--- config.mk ---
export PLATFORM = sky130hd
export DESIGN_NAME = float_xor_stream_encoder_unit
export DESIGN_NICKNAME = d
export VERILOG_FILES = /design/src/fxe_pkg.sv /design/src/fxe_front.sv /design/src/fxe_queue.sv /design/src/fxe_packer.sv /design/src/float_xor_stream_encoder_unit.sv
export SDC_FILE = /design/constraint.sdc
export NUM_CORES = 1
export LEC_CHECK = 0
export ABC_CLOCK_PERIOD_IN_PS = 5700
export BUFFER_PORTS_ARGS = -buffer_cell sky130_fd_sc_hd__buf_2
export CORE_MARGIN = 3
export CORE_UTILIZATION = 42
export CTS_BUF_LIST = sky130_fd_sc_hd__clkbuf_8
export DETAILED_ROUTE_END_ITERATION = 12
export RECOVER_POWER = 100
export SLEW_MARGIN = 20
export SYNTH_ARGS = -nofsm -noshare
export SYNTH_HDL_FRONTEND = slang
export SYNTH_HIERARCHICAL = 1
export SYNTH_SLANG_ARGS = --single-unit
--- constraint.sdc ---
create_clock -name clk -period 5.7 [get_ports clk]
set_input_delay 0.855 -clock clk [delete_from_list [all_inputs] [get_ports clk]]
set_output_delay 0.855 -clock clk [all_outputs]
set_load 0.1 [all_outputs]
--- src/fxe_pkg.sv ---
// ----------------------------------------------------------------------------
// fxe_pkg
// Shared types and constants for the float xor stream encoder: transfer
// payloads, the codeword queue entry and the packing widths.
// ----------------------------------------------------------------------------
package fxe_pkg;

    // longest codeword: 2 control bits, 5-bit lead, 5-bit length, 32 bits
    localparam int CODE_W = 44;
    // codeword length field, 1 to 44
    localparam int LEN_W = 6;
    // accumulator: up to 7 leftover bits plus one full codeword
    localparam int ACC_W = CODE_W + 7;
    // pending bit count, 0 to 51
    localparam int PEND_W = 6;
    // window bounds and zero counts, 0 to 32
    localparam int ZC_W = 6;
    localparam logic [ZC_W-1:0] NO_WINDOW = ZC_W'(32);

    // byte counter and capacity register
    localparam int CNT_W = 16;
    localparam logic [CNT_W-1:0] CAPACITY_RESET = 16'hFFFF;

    // default depth of the codeword queue
    localparam int QUEUE_DEPTH_DEFAULT = 4;

    // configuration bus
    localparam int APB_DATA_W = 32;
    localparam int APB_ADDR_W = 3;
    localparam logic [0:0] REG_OUTPUT_CAPACITY = 1'b0;

    // input transfer
    typedef struct packed {
        logic [31:0] value_bits;
        logic        block_start;
        logic        block_end;
    } in_t;

    // output transfer
    typedef struct packed {
        logic [7:0]       out_byte;
        logic             byte_valid;
        logic             block_done;
        logic [CNT_W-1:0] byte_count;
        logic             too_small;
    } out_t;

    // one classified item waiting for the packer
    typedef struct packed {
        logic [CODE_W-1:0] code;
        logic [LEN_W-1:0]  len;
        logic              block_start;
        logic              block_end;
    } entry_t;

endpackage

--- src/fxe_front.sv ---
// ----------------------------------------------------------------------------
// fxe_front
// Front end: accepts values, xors against the previous one, tracks the
// leading/trailing-zero window and builds one codeword per value.
// ----------------------------------------------------------------------------
module fxe_front
    import fxe_pkg::*;
(
    input  logic   clk,
    input  logic   rst_n,
    input  logic   in_valid,
    output logic   in_stall,
    input  in_t    in_data,
    output logic   push,
    output entry_t push_data,
    input  logic   queue_full
);

    logic [31:0]     prev_reg;
    logic [31:0]     prev_next;
    logic [ZC_W-1:0] win_lead_reg;
    logic [ZC_W-1:0] win_lead_next;
    logic [ZC_W-1:0] win_trail_reg;
    logic [ZC_W-1:0] win_trail_next;

    logic [31:0]     xor_val;
    logic [ZC_W-1:0] lz;
    logic [ZC_W-1:0] tz;
    logic [ZC_W-1:0] mean_len;
    logic [ZC_W-1:0] win_len;
    logic            win_hit;
    logic            new_window;

    // leading zeros of a non-zero word, halving search
    function automatic logic [ZC_W-1:0] count_lead(input logic [31:0] v);
        logic [31:0]     w;
        logic [ZC_W-1:0] n;
        w = v;
        n = '0;
        if (w[31:16] == 16'd0) begin n = n + ZC_W'(16); w = w << 16; end
        if (w[31:24] == 8'd0)  begin n = n + ZC_W'(8);  w = w << 8;  end
        if (w[31:28] == 4'd0)  begin n = n + ZC_W'(4);  w = w << 4;  end
        if (w[31:30] == 2'd0)  begin n = n + ZC_W'(2);  w = w << 2;  end
        if (w[31] == 1'b0)     begin n = n + ZC_W'(1);               end
        return n;
    endfunction

    // trailing zeros of a non-zero word, halving search
    function automatic logic [ZC_W-1:0] count_trail(input logic [31:0] v);
        logic [31:0]     w;
        logic [ZC_W-1:0] n;
        w = v;
        n = '0;
        if (w[15:0] == 16'd0) begin n = n + ZC_W'(16); w = w >> 16; end
        if (w[7:0] == 8'd0)   begin n = n + ZC_W'(8);  w = w >> 8;  end
        if (w[3:0] == 4'd0)   begin n = n + ZC_W'(4);  w = w >> 4;  end
        if (w[1:0] == 2'd0)   begin n = n + ZC_W'(2);  w = w >> 2;  end
        if (w[0] == 1'b0)     begin n = n + ZC_W'(1);               end
        return n;
    endfunction

    assign in_stall = queue_full;
    assign push     = in_valid && !queue_full;

    // classification
    assign xor_val  = in_data.value_bits ^ prev_reg;
    assign lz       = count_lead(xor_val);
    assign tz       = count_trail(xor_val);
    assign mean_len = ZC_W'(32) - lz - tz;
    assign win_len  = ZC_W'(32) - win_lead_reg - win_trail_reg;
    assign win_hit  = (win_lead_reg != NO_WINDOW) && (win_trail_reg != NO_WINDOW)
                      && (lz >= win_lead_reg) && (tz >= win_trail_reg);
    assign new_window = !in_data.block_start && (xor_val != 32'd0) && !win_hit;

    // codeword build
    always_comb
    begin
        push_data.block_start = in_data.block_start;
        push_data.block_end   = in_data.block_end;
        if (in_data.block_start)
        begin
            push_data.code = CODE_W'(in_data.value_bits);
            push_data.len  = LEN_W'(32);
        end
        else if (xor_val == 32'd0)
        begin
            push_data.code = '0;
            push_data.len  = LEN_W'(1);
        end
        else if (win_hit)
        begin
            push_data.code = (CODE_W'(xor_val >> win_trail_reg) << 2) | CODE_W'(1);
            push_data.len  = LEN_W'(2) + LEN_W'(win_len);
        end
        else
        begin
            push_data.code = (CODE_W'(xor_val >> tz) << 12)
                           | (CODE_W'(mean_len - ZC_W'(1)) << 7)
                           | (CODE_W'(lz) << 2)
                           | CODE_W'(3);
            push_data.len  = LEN_W'(12) + LEN_W'(mean_len);
        end
    end

    // previous value and window tracking
    always_comb
    begin
        prev_next      = prev_reg;
        win_lead_next  = win_lead_reg;
        win_trail_next = win_trail_reg;
        if (push)
        begin
            if (in_data.block_end)
            begin
                prev_next      = '0;
                win_lead_next  = NO_WINDOW;
                win_trail_next = NO_WINDOW;
            end
            else
            begin
                prev_next = in_data.value_bits;
                if (in_data.block_start)
                begin
                    win_lead_next  = NO_WINDOW;
                    win_trail_next = NO_WINDOW;
                end
                else if (new_window)
                begin
                    win_lead_next  = lz;
                    win_trail_next = tz;
                end
            end
        end
    end

    always_ff @(posedge clk or negedge rst_n)
    begin
        if (!rst_n)
        begin
            prev_reg      <= '0;
            win_lead_reg  <= NO_WINDOW;
            win_trail_reg <= NO_WINDOW;
        end
        else
        begin
            prev_reg      <= prev_next;
            win_lead_reg  <= win_lead_next;
            win_trail_reg <= win_trail_next;
        end
    end

endmodule

--- src/fxe_queue.sv ---
// ----------------------------------------------------------------------------
// fxe_queue
// Short codeword queue between the front end and the packer.
// ----------------------------------------------------------------------------
module fxe_queue
    import fxe_pkg::*;
#(
    parameter int DEPTH = QUEUE_DEPTH_DEFAULT
)
(
    input  logic   clk,
    input  logic   rst_n,
    input  logic   push,
    input  entry_t push_data,
    output logic   full,
    input  logic   pop,
    output logic   not_empty,
    output entry_t head
);

    localparam int PTR_W = (DEPTH > 1) ? $clog2(DEPTH) : 1;
    localparam int CNT_Q_W = $clog2(DEPTH + 1);

    entry_t             slot_reg [DEPTH];
    logic [PTR_W-1:0]   wr_ptr_reg;
    logic [PTR_W-1:0]   wr_ptr_next;
    logic [PTR_W-1:0]   rd_ptr_reg;
    logic [PTR_W-1:0]   rd_ptr_next;
    logic [CNT_Q_W-1:0] count_reg;
    logic [CNT_Q_W-1:0] count_next;

    assign full      = (count_reg == CNT_Q_W'(DEPTH));
    assign not_empty = (count_reg != '0);
    assign head      = slot_reg[rd_ptr_reg];

    // pointer and fill tracking
    always_comb
    begin
        wr_ptr_next = wr_ptr_reg;
        rd_ptr_next = rd_ptr_reg;
        count_next  = count_reg;
        if (push)
        begin
            wr_ptr_next = (wr_ptr_reg == PTR_W'(DEPTH - 1)) ? '0 : wr_ptr_reg + PTR_W'(1);
        end
        if (pop)
        begin
            rd_ptr_next = (rd_ptr_reg == PTR_W'(DEPTH - 1)) ? '0 : rd_ptr_reg + PTR_W'(1);
        end
        if (push && !pop)
        begin
            count_next = count_reg + CNT_Q_W'(1);
        end
        else if (pop && !push)
        begin
            count_next = count_reg - CNT_Q_W'(1);
        end
    end

    always_ff @(posedge clk or negedge rst_n)
    begin
        if (!rst_n)
        begin
            wr_ptr_reg <= '0;
            rd_ptr_reg <= '0;
            count_reg  <= '0;
        end
        else
        begin
            wr_ptr_reg <= wr_ptr_next;
            rd_ptr_reg <= rd_ptr_next;
            count_reg  <= count_next;
        end
    end

    // entry storage
    always_ff @(posedge clk)
    begin
        if (push)
        begin
            slot_reg[wr_ptr_reg] <= push_data;
        end
    end

endmodule

--- src/fxe_packer.sv ---
// ----------------------------------------------------------------------------
// fxe_packer
// Back end: packs codewords lsb-first into bytes, enforces the output
// capacity, flushes the partial byte and emits the block status.
// ----------------------------------------------------------------------------
module fxe_packer
    import fxe_pkg::*;
(
    input  logic             clk,
    input  logic             rst_n,
    input  logic [CNT_W-1:0] capacity,
    input  logic             q_not_empty,
    input  entry_t           q_head,
    output logic             pop,
    output logic             out_valid,
    input  logic             out_stall,
    output out_t             out_data
);

    logic [ACC_W-1:0]  acc_reg;
    logic [ACC_W-1:0]  acc_next;
    logic [PEND_W-1:0] pend_reg;
    logic [PEND_W-1:0] pend_next;
    logic [CNT_W-1:0]  bytes_reg;
    logic [CNT_W-1:0]  bytes_next;
    logic              ovf_reg;
    logic              ovf_next;
    logic              end_pend_reg;
    logic              end_pend_next;
    logic              out_valid_reg;
    logic              out_valid_next;
    out_t              out_data_reg;

    logic              out_free;
    logic              emit;
    out_t              emit_data;
    logic              full_byte;
    logic              no_room;

    assign out_free  = !out_valid_reg || !out_stall;
    assign full_byte = (pend_reg >= PEND_W'(8)) && !ovf_reg;
    assign no_room   = (bytes_reg >= capacity);

    // byte drain, flush and status, then take the next codeword
    always_comb
    begin
        acc_next      = acc_reg;
        pend_next     = pend_reg;
        bytes_next    = bytes_reg;
        ovf_next      = ovf_reg;
        end_pend_next = end_pend_reg;
        pop           = 1'b0;
        emit          = 1'b0;
        emit_data     = '0;
        if (full_byte)
        begin
            if (no_room)
            begin
                ovf_next = 1'b1;
            end
            else if (out_free)
            begin
                emit                 = 1'b1;
                emit_data.out_byte   = acc_reg[7:0];
                emit_data.byte_valid = 1'b1;
                acc_next             = acc_reg >> 8;
                pend_next            = pend_reg - PEND_W'(8);
                bytes_next           = bytes_reg + CNT_W'(1);
            end
        end
        else if (end_pend_reg)
        begin
            if (!ovf_reg && (pend_reg != '0))
            begin
                // partial byte flush
                if (no_room)
                begin
                    ovf_next = 1'b1;
                end
                else if (out_free)
                begin
                    emit                 = 1'b1;
                    emit_data.out_byte   = acc_reg[7:0];
                    emit_data.byte_valid = 1'b1;
                    acc_next             = '0;
                    pend_next            = '0;
                    bytes_next           = bytes_reg + CNT_W'(1);
                end
            end
            else if (out_free)
            begin
                // block status, then back to a clean state
                emit                 = 1'b1;
                emit_data.block_done = 1'b1;
                emit_data.byte_count = bytes_reg;
                emit_data.too_small  = ovf_reg;
                acc_next             = '0;
                pend_next            = '0;
                bytes_next           = '0;
                ovf_next             = 1'b0;
                end_pend_next        = 1'b0;
            end
        end
        else if (q_not_empty)
        begin
            pop           = 1'b1;
            end_pend_next = q_head.block_end;
            if (q_head.block_start)
            begin
                acc_next   = ACC_W'(q_head.code);
                pend_next  = PEND_W'(q_head.len);
                bytes_next = '0;
                ovf_next   = 1'b0;
            end
            else if (!ovf_reg)
            begin
                acc_next  = acc_reg | (ACC_W'(q_head.code) << pend_reg[2:0]);
                pend_next = pend_reg + PEND_W'(q_head.len);
            end
        end
    end

    // output register
    always_comb
    begin
        out_valid_next = out_valid_reg;
        if (emit)
        begin
            out_valid_next = 1'b1;
        end
        else if (!out_stall)
        begin
            out_valid_next = 1'b0;
        end
    end

    always_ff @(posedge clk or negedge rst_n)
    begin
        if (!rst_n)
        begin
            acc_reg       <= '0;
            pend_reg      <= '0;
            bytes_reg     <= '0;
            ovf_reg       <= 1'b0;
            end_pend_reg  <= 1'b0;
            out_valid_reg <= 1'b0;
        end
        else
        begin
            acc_reg       <= acc_next;
            pend_reg      <= pend_next;
            bytes_reg     <= bytes_next;
            ovf_reg       <= ovf_next;
            end_pend_reg  <= end_pend_next;
            out_valid_reg <= out_valid_next;
        end
    end

    always_ff @(posedge clk)
    begin
        if (emit)
        begin
            out_data_reg <= emit_data;
        end
    end

    assign out_valid = out_valid_reg;
    assign out_data  = out_data_reg;

endmodule

--- src/float_xor_stream_encoder_unit.sv ---
// ----------------------------------------------------------------------------
// float_xor_stream_encoder_unit
// Xor compression of float32 bit patterns, bytes packed lsb-first.
// ----------------------------------------------------------------------------
// The front end takes one value per cycle while the codeword queue has room
// and turns it into a codeword in the same cycle. The packer takes a codeword
// from the queue and then drains each whole byte it yields (up to six) before
// taking the next; a block end adds a partial byte, if one is left, and the
// status transfer. Once a block reaches the capacity, the packer marks the
// overflow, drops the block's remaining bytes and flags too_small in the status.
// The output register lets the packer take in a codeword while the last byte
// waits on out_stall, as long as no whole byte is pending. output_capacity sits
// at byte address 0 and must only be written while the encoder is idle.
module float_xor_stream_encoder_unit
    import fxe_pkg::*;
#(
    parameter int QUEUE_DEPTH = QUEUE_DEPTH_DEFAULT
)
(
    input  logic                  clk,
    input  logic                  rst_n,
    // value stream
    input  logic                  in_valid,
    output logic                  in_stall,
    input  in_t                   in_data,
    // byte stream
    output logic                  out_valid,
    input  logic                  out_stall,
    output out_t                  out_data,
    // configuration
    input  logic                  psel,
    input  logic                  penable,
    input  logic                  pwrite,
    input  logic [APB_ADDR_W-1:0] paddr,
    input  logic [APB_DATA_W-1:0] pwdata,
    output logic [APB_DATA_W-1:0] prdata,
    output logic                  pready
);

    logic [CNT_W-1:0] capacity_reg;
    logic [CNT_W-1:0] capacity_next;
    logic             push;
    entry_t           push_data;
    logic             queue_full;
    logic             pop;
    logic             q_not_empty;
    entry_t           q_head;

    // configuration register
    assign pready = 1'b1;

    always_comb
    begin
        capacity_next = capacity_reg;
        if (psel && penable && pwrite && (paddr[2] == REG_OUTPUT_CAPACITY))
        begin
            capacity_next = pwdata[CNT_W-1:0];
        end
    end

    always_comb
    begin
        prdata = '0;
        if (paddr[2] == REG_OUTPUT_CAPACITY)
        begin
            prdata = APB_DATA_W'(capacity_reg);
        end
    end

    always_ff @(posedge clk or negedge rst_n)
    begin
        if (!rst_n)
        begin
            capacity_reg <= CAPACITY_RESET;
        end
        else
        begin
            capacity_reg <= capacity_next;
        end
    end

    // classify and build codewords
    fxe_front u_front (
        .clk        (clk),
        .rst_n      (rst_n),
        .in_valid   (in_valid),
        .in_stall   (in_stall),
        .in_data    (in_data),
        .push       (push),
        .push_data  (push_data),
        .queue_full (queue_full)
    );

    // codeword queue
    fxe_queue #(
        .DEPTH (QUEUE_DEPTH)
    ) u_queue (
        .clk       (clk),
        .rst_n     (rst_n),
        .push      (push),
        .push_data (push_data),
        .full      (queue_full),
        .pop       (pop),
        .not_empty (q_not_empty),
        .head      (q_head)
    );

    // bit packing and status
    fxe_packer u_packer (
        .clk         (clk),
        .rst_n       (rst_n),
        .capacity    (capacity_reg),
        .q_not_empty (q_not_empty),
        .q_head      (q_head),
        .pop         (pop),
        .out_valid   (out_valid),
        .out_stall   (out_stall),
        .out_data    (out_data)
    );

endmodule

==> impl_metrics.env <==
export IMPL_status="finished with violations"
export IMPL_violations="capacitance limit, slew limit"
export IMPL_hold_viol_final=0
export IMPL_grt_setup_unrepaired="false"
export IMPL_syn_area_um2=24200
export IMPL_grt_pass1_wl_mm=123
export IMPL_endpoint_kind="flop"
export IMPL_antenna_found_initial=1
export IMPL_fmax_mhz=186
export IMPL_hold_worst_slack_ns=0.423
export IMPL_clock_sinks=377
export IMPL_drt_iter0_drc=1777
export IMPL_coreArea_um2=56700
export IMPL_ir_drop_v=0.000303
export IMPL_setup_viol=0
export IMPL_layout_min_cycle_time_ns=5.38
export IMPL_hold_buffers=0
export IMPL_worstSetupStartpointType="flop"
export IMPL_cts_buffers_inserted=67
export IMPL_synth_yosys_seq_area_share_pct=43.8
export IMPL_yosysUniqueCellTypes=103
export IMPL_cap_violations=11
export IMPL_grt_pass1_vias=19900
export IMPL_layout_nets=2708
export IMPL_yosysWarnings=6
export IMPL_htreeDepth=3
export IMPL_rows=87
export IMPL_place_hpwl_mm=59.5
export IMPL_critical_path_max_fanout=10
export IMPL_power_density_nw_per_um2=566
export IMPL_place_congestion=1.02
export IMPL_wl_mm=81.0
export IMPL_clk_pin_slew_ns=0.06
export IMPL_die_area_um2=60600
export IMPL_io_pins=138
export IMPL_crit_type="reg -> reg"
export IMPL_hp_class="in -> reg"
export IMPL_syn_inst=2317
export IMPL_ys_flop_type="edfxtp_1"
export IMPL_vias_per_cell=5.94
export IMPL_clock_root_buffer="clkbuf_8"
export IMPL_report_final_slew_viol_count=463
export IMPL_die_h_um=246
export IMPL_required_ns=6.06
export IMPL_portBuffers=102
export IMPL_largest_reg_flops=208
export IMPL_fin_cells=3378
export IMPL_grt_usage_pct=26.7
export IMPL_nFillCells=5331
export IMPL_dpl_cell_count=3258
export IMPL_seq_area_um2=10600
export IMPL_leakagePower_nw=11.0
export IMPL_drt_pass1_iter_count=5
export IMPL_synth_avg_cell_area_um2=10.5
export IMPL_worst_slew_pin_slew_ns=3.66
export IMPL_drive_gt1_share_pct=21.4
export IMPL_final_common_cell="edfxtp_1"
export IMPL_ant_nets=0
export IMPL_maxSlewHeadroom_pct=-144
export IMPL_grt_ovfl_total=0
export IMPL_synth_edf_count=235
export IMPL_ys_seq_elements=377
export IMPL_synthArstFlopShare_pct=37.7
export IMPL_clockBufferDepth=3
export IMPL_initial_core_util_pct=42.8
export IMPL_n_antenna_cell=0
export IMPL_wl_per_cell_um=24.0
export IMPL_multi_input_area_um2=12300
export IMPL_grt_max_degree=95
export IMPL_area_delta_synth_final_pct=14.9
export IMPL_finalCritPeriodShare_pct=94.3
export IMPL_finClkSkew_ns=0.0302
export IMPL_dieWidth_um=246
export IMPL_worst_ep_arrival_time_ns=5.74
export IMPL_fin_util_pct=49.1
export IMPL_tritoncts="yes"
export IMPL_layout_common_cells="edfxtp_1 (235), a21oi_1 (223), buf_4 (216), nand2_1 (196), o21ai_0 (156)"
export IMPL_clk_latency_ns=0.65
export IMPL_drc=0
export IMPL_vias=20100
==> cells in the mapped netlist, types with 28 or more instances <==
library cell | count | area share (%)
a2111oi_0 | 67 | 2.4
a211oi_1 | 30 | 0.93
a21oi_1 | 223 | 4.6
and3_1 | 28 | 0.72
buf_2 | 30 | 0.62
clkbuf_1 | 98 | 1.5
dfrtp_1 | 125 | 13
edfxtp_1 | 235 | 29
ha_1 | 57 | 2.9
inv_1 | 91 | 1.4
mux2_2 | 28 | 1.3
mux2i_1 | 80 | 3.3
mux4_2 | 84 | 7.8
nand2_1 | 196 | 3.0
nand2b_1 | 36 | 0.93
nand3_1 | 38 | 0.78
nor2_1 | 129 | 2.0
nor2b_1 | 46 | 1.2
nor3_1 | 75 | 1.5
o21ai_0 | 155 | 3.2
xnor2_1 | 36 | 1.3
xor2_1 | 33 | 1.2
==> worst max-delay path: stages (launching register included) <==
cell and delay [ns]:
dfrtp_1 0.41, xnor2_1 0.23, nand4_1 0.18, or2_1 0.36, or3_1 0.39, a31o_2 0.27, inv_1 0.05, and2_1 0.18
a21o_1 0.14, o21ai_0 0.16, ha_1 0.25, ha_1 0.21, fa_1 0.41, a21o_1 0.20, a21oi_1 0.18, xnor2_1 0.17
nor3b_1 0.24, buf_4 0.19, or2_0 0.15, buf_4 0.20, a221oi_1 0.07, a31oi_1 0.48
==> metal layers <==
| metal | global-route usage [%] | share of wire [%] |
|---|---|---|
| met2 | 44.7 | 48 |
| met3 | 3.55 | 5.5 |
| met4 | 11.7 | 4.8 |
| met1 | 34.8 | 41 |
| met5 | 0 | 0 |
==> metrics by stage <==
stage          cell area (µm²)  worst slack, ns  setup TNS, ns  power [W]
2_1_floorplan            24300           0.0113              0     0.0104
3_3_place_gp             26800          -0.0933          -1.32     0.0131
3_5_place_dp             26800           -0.135          -3.19     0.0133
4_1_cts                  28100            0.366              0     0.0159
5_1_grt                  27900           0.0198              0     0.0168
6_report                 27900            0.323              0     0.0158
==> repair_timing <==
| item | 4_1_cts | 5_1_grt |
|---|---|---|
| buffers inserted | 0 | 0 |
| resized for setup | 0 | 5 |
| endpoints found under the setup margin | 0 | 18 |
==> cells by family after synthesis <==
logic type	share of synthesized area [%]
AOI/OAI and AO/OA	17.9
and+or+nand+nor	13.0
DFF	43.8
buffers and inverters	5.44
muxes	13.5
xor gates and xnor gates	3.03
adders and majority gates	3.27
other	0.0310
==> final cells by class <==
cell class | count | share of cell area (%)
Clock inverter | 47 | 1.21
Tap cell | 756 | 3.40
Sequential cell | 377 | 38.2
Clock buffer | 73 | 3.61
Multi-Input combinational cell | 1673 | 44.2
Inverter | 102 | 1.37
Timing Repair Buffer | 350 | 8.02
==> power breakdown <==
| part | total [W] | internal (W) | switching (W) |
|---|---|---|---|
| registers | 0.00452 | 0.00398 | 0.000545 |
| logic | 0.00870 | 0.00324 | 0.00547 |
| clock network | 0.00255 | 0.00138 | 0.00117 |
| total | 0.0158 | 0.00859 | 0.00718 |
==> path summary, 6_finish.rpt <==
path,to,slack [ns],startpoint,cells past startpoint
setup / recovery,u_queue/slot_reg[2][27],0.32,u_front/prev_reg[21],21
max in group asynchronous,u_queue/rd_ptr_reg[0],1.96,rst_n,1
setup reg to reg,u_queue/slot_reg[2][27],0.32,u_front/prev_reg[21],21
hold reg to reg,u_queue/count_reg[2],0.50,u_queue/count_reg[2],1
hold / removal,capacity_reg[3],0.42,pwdata[3],2
min in group asynchronous,u_packer/end_pend_reg,1.36,rst_n,1
(Power assumes the default switching activity.)
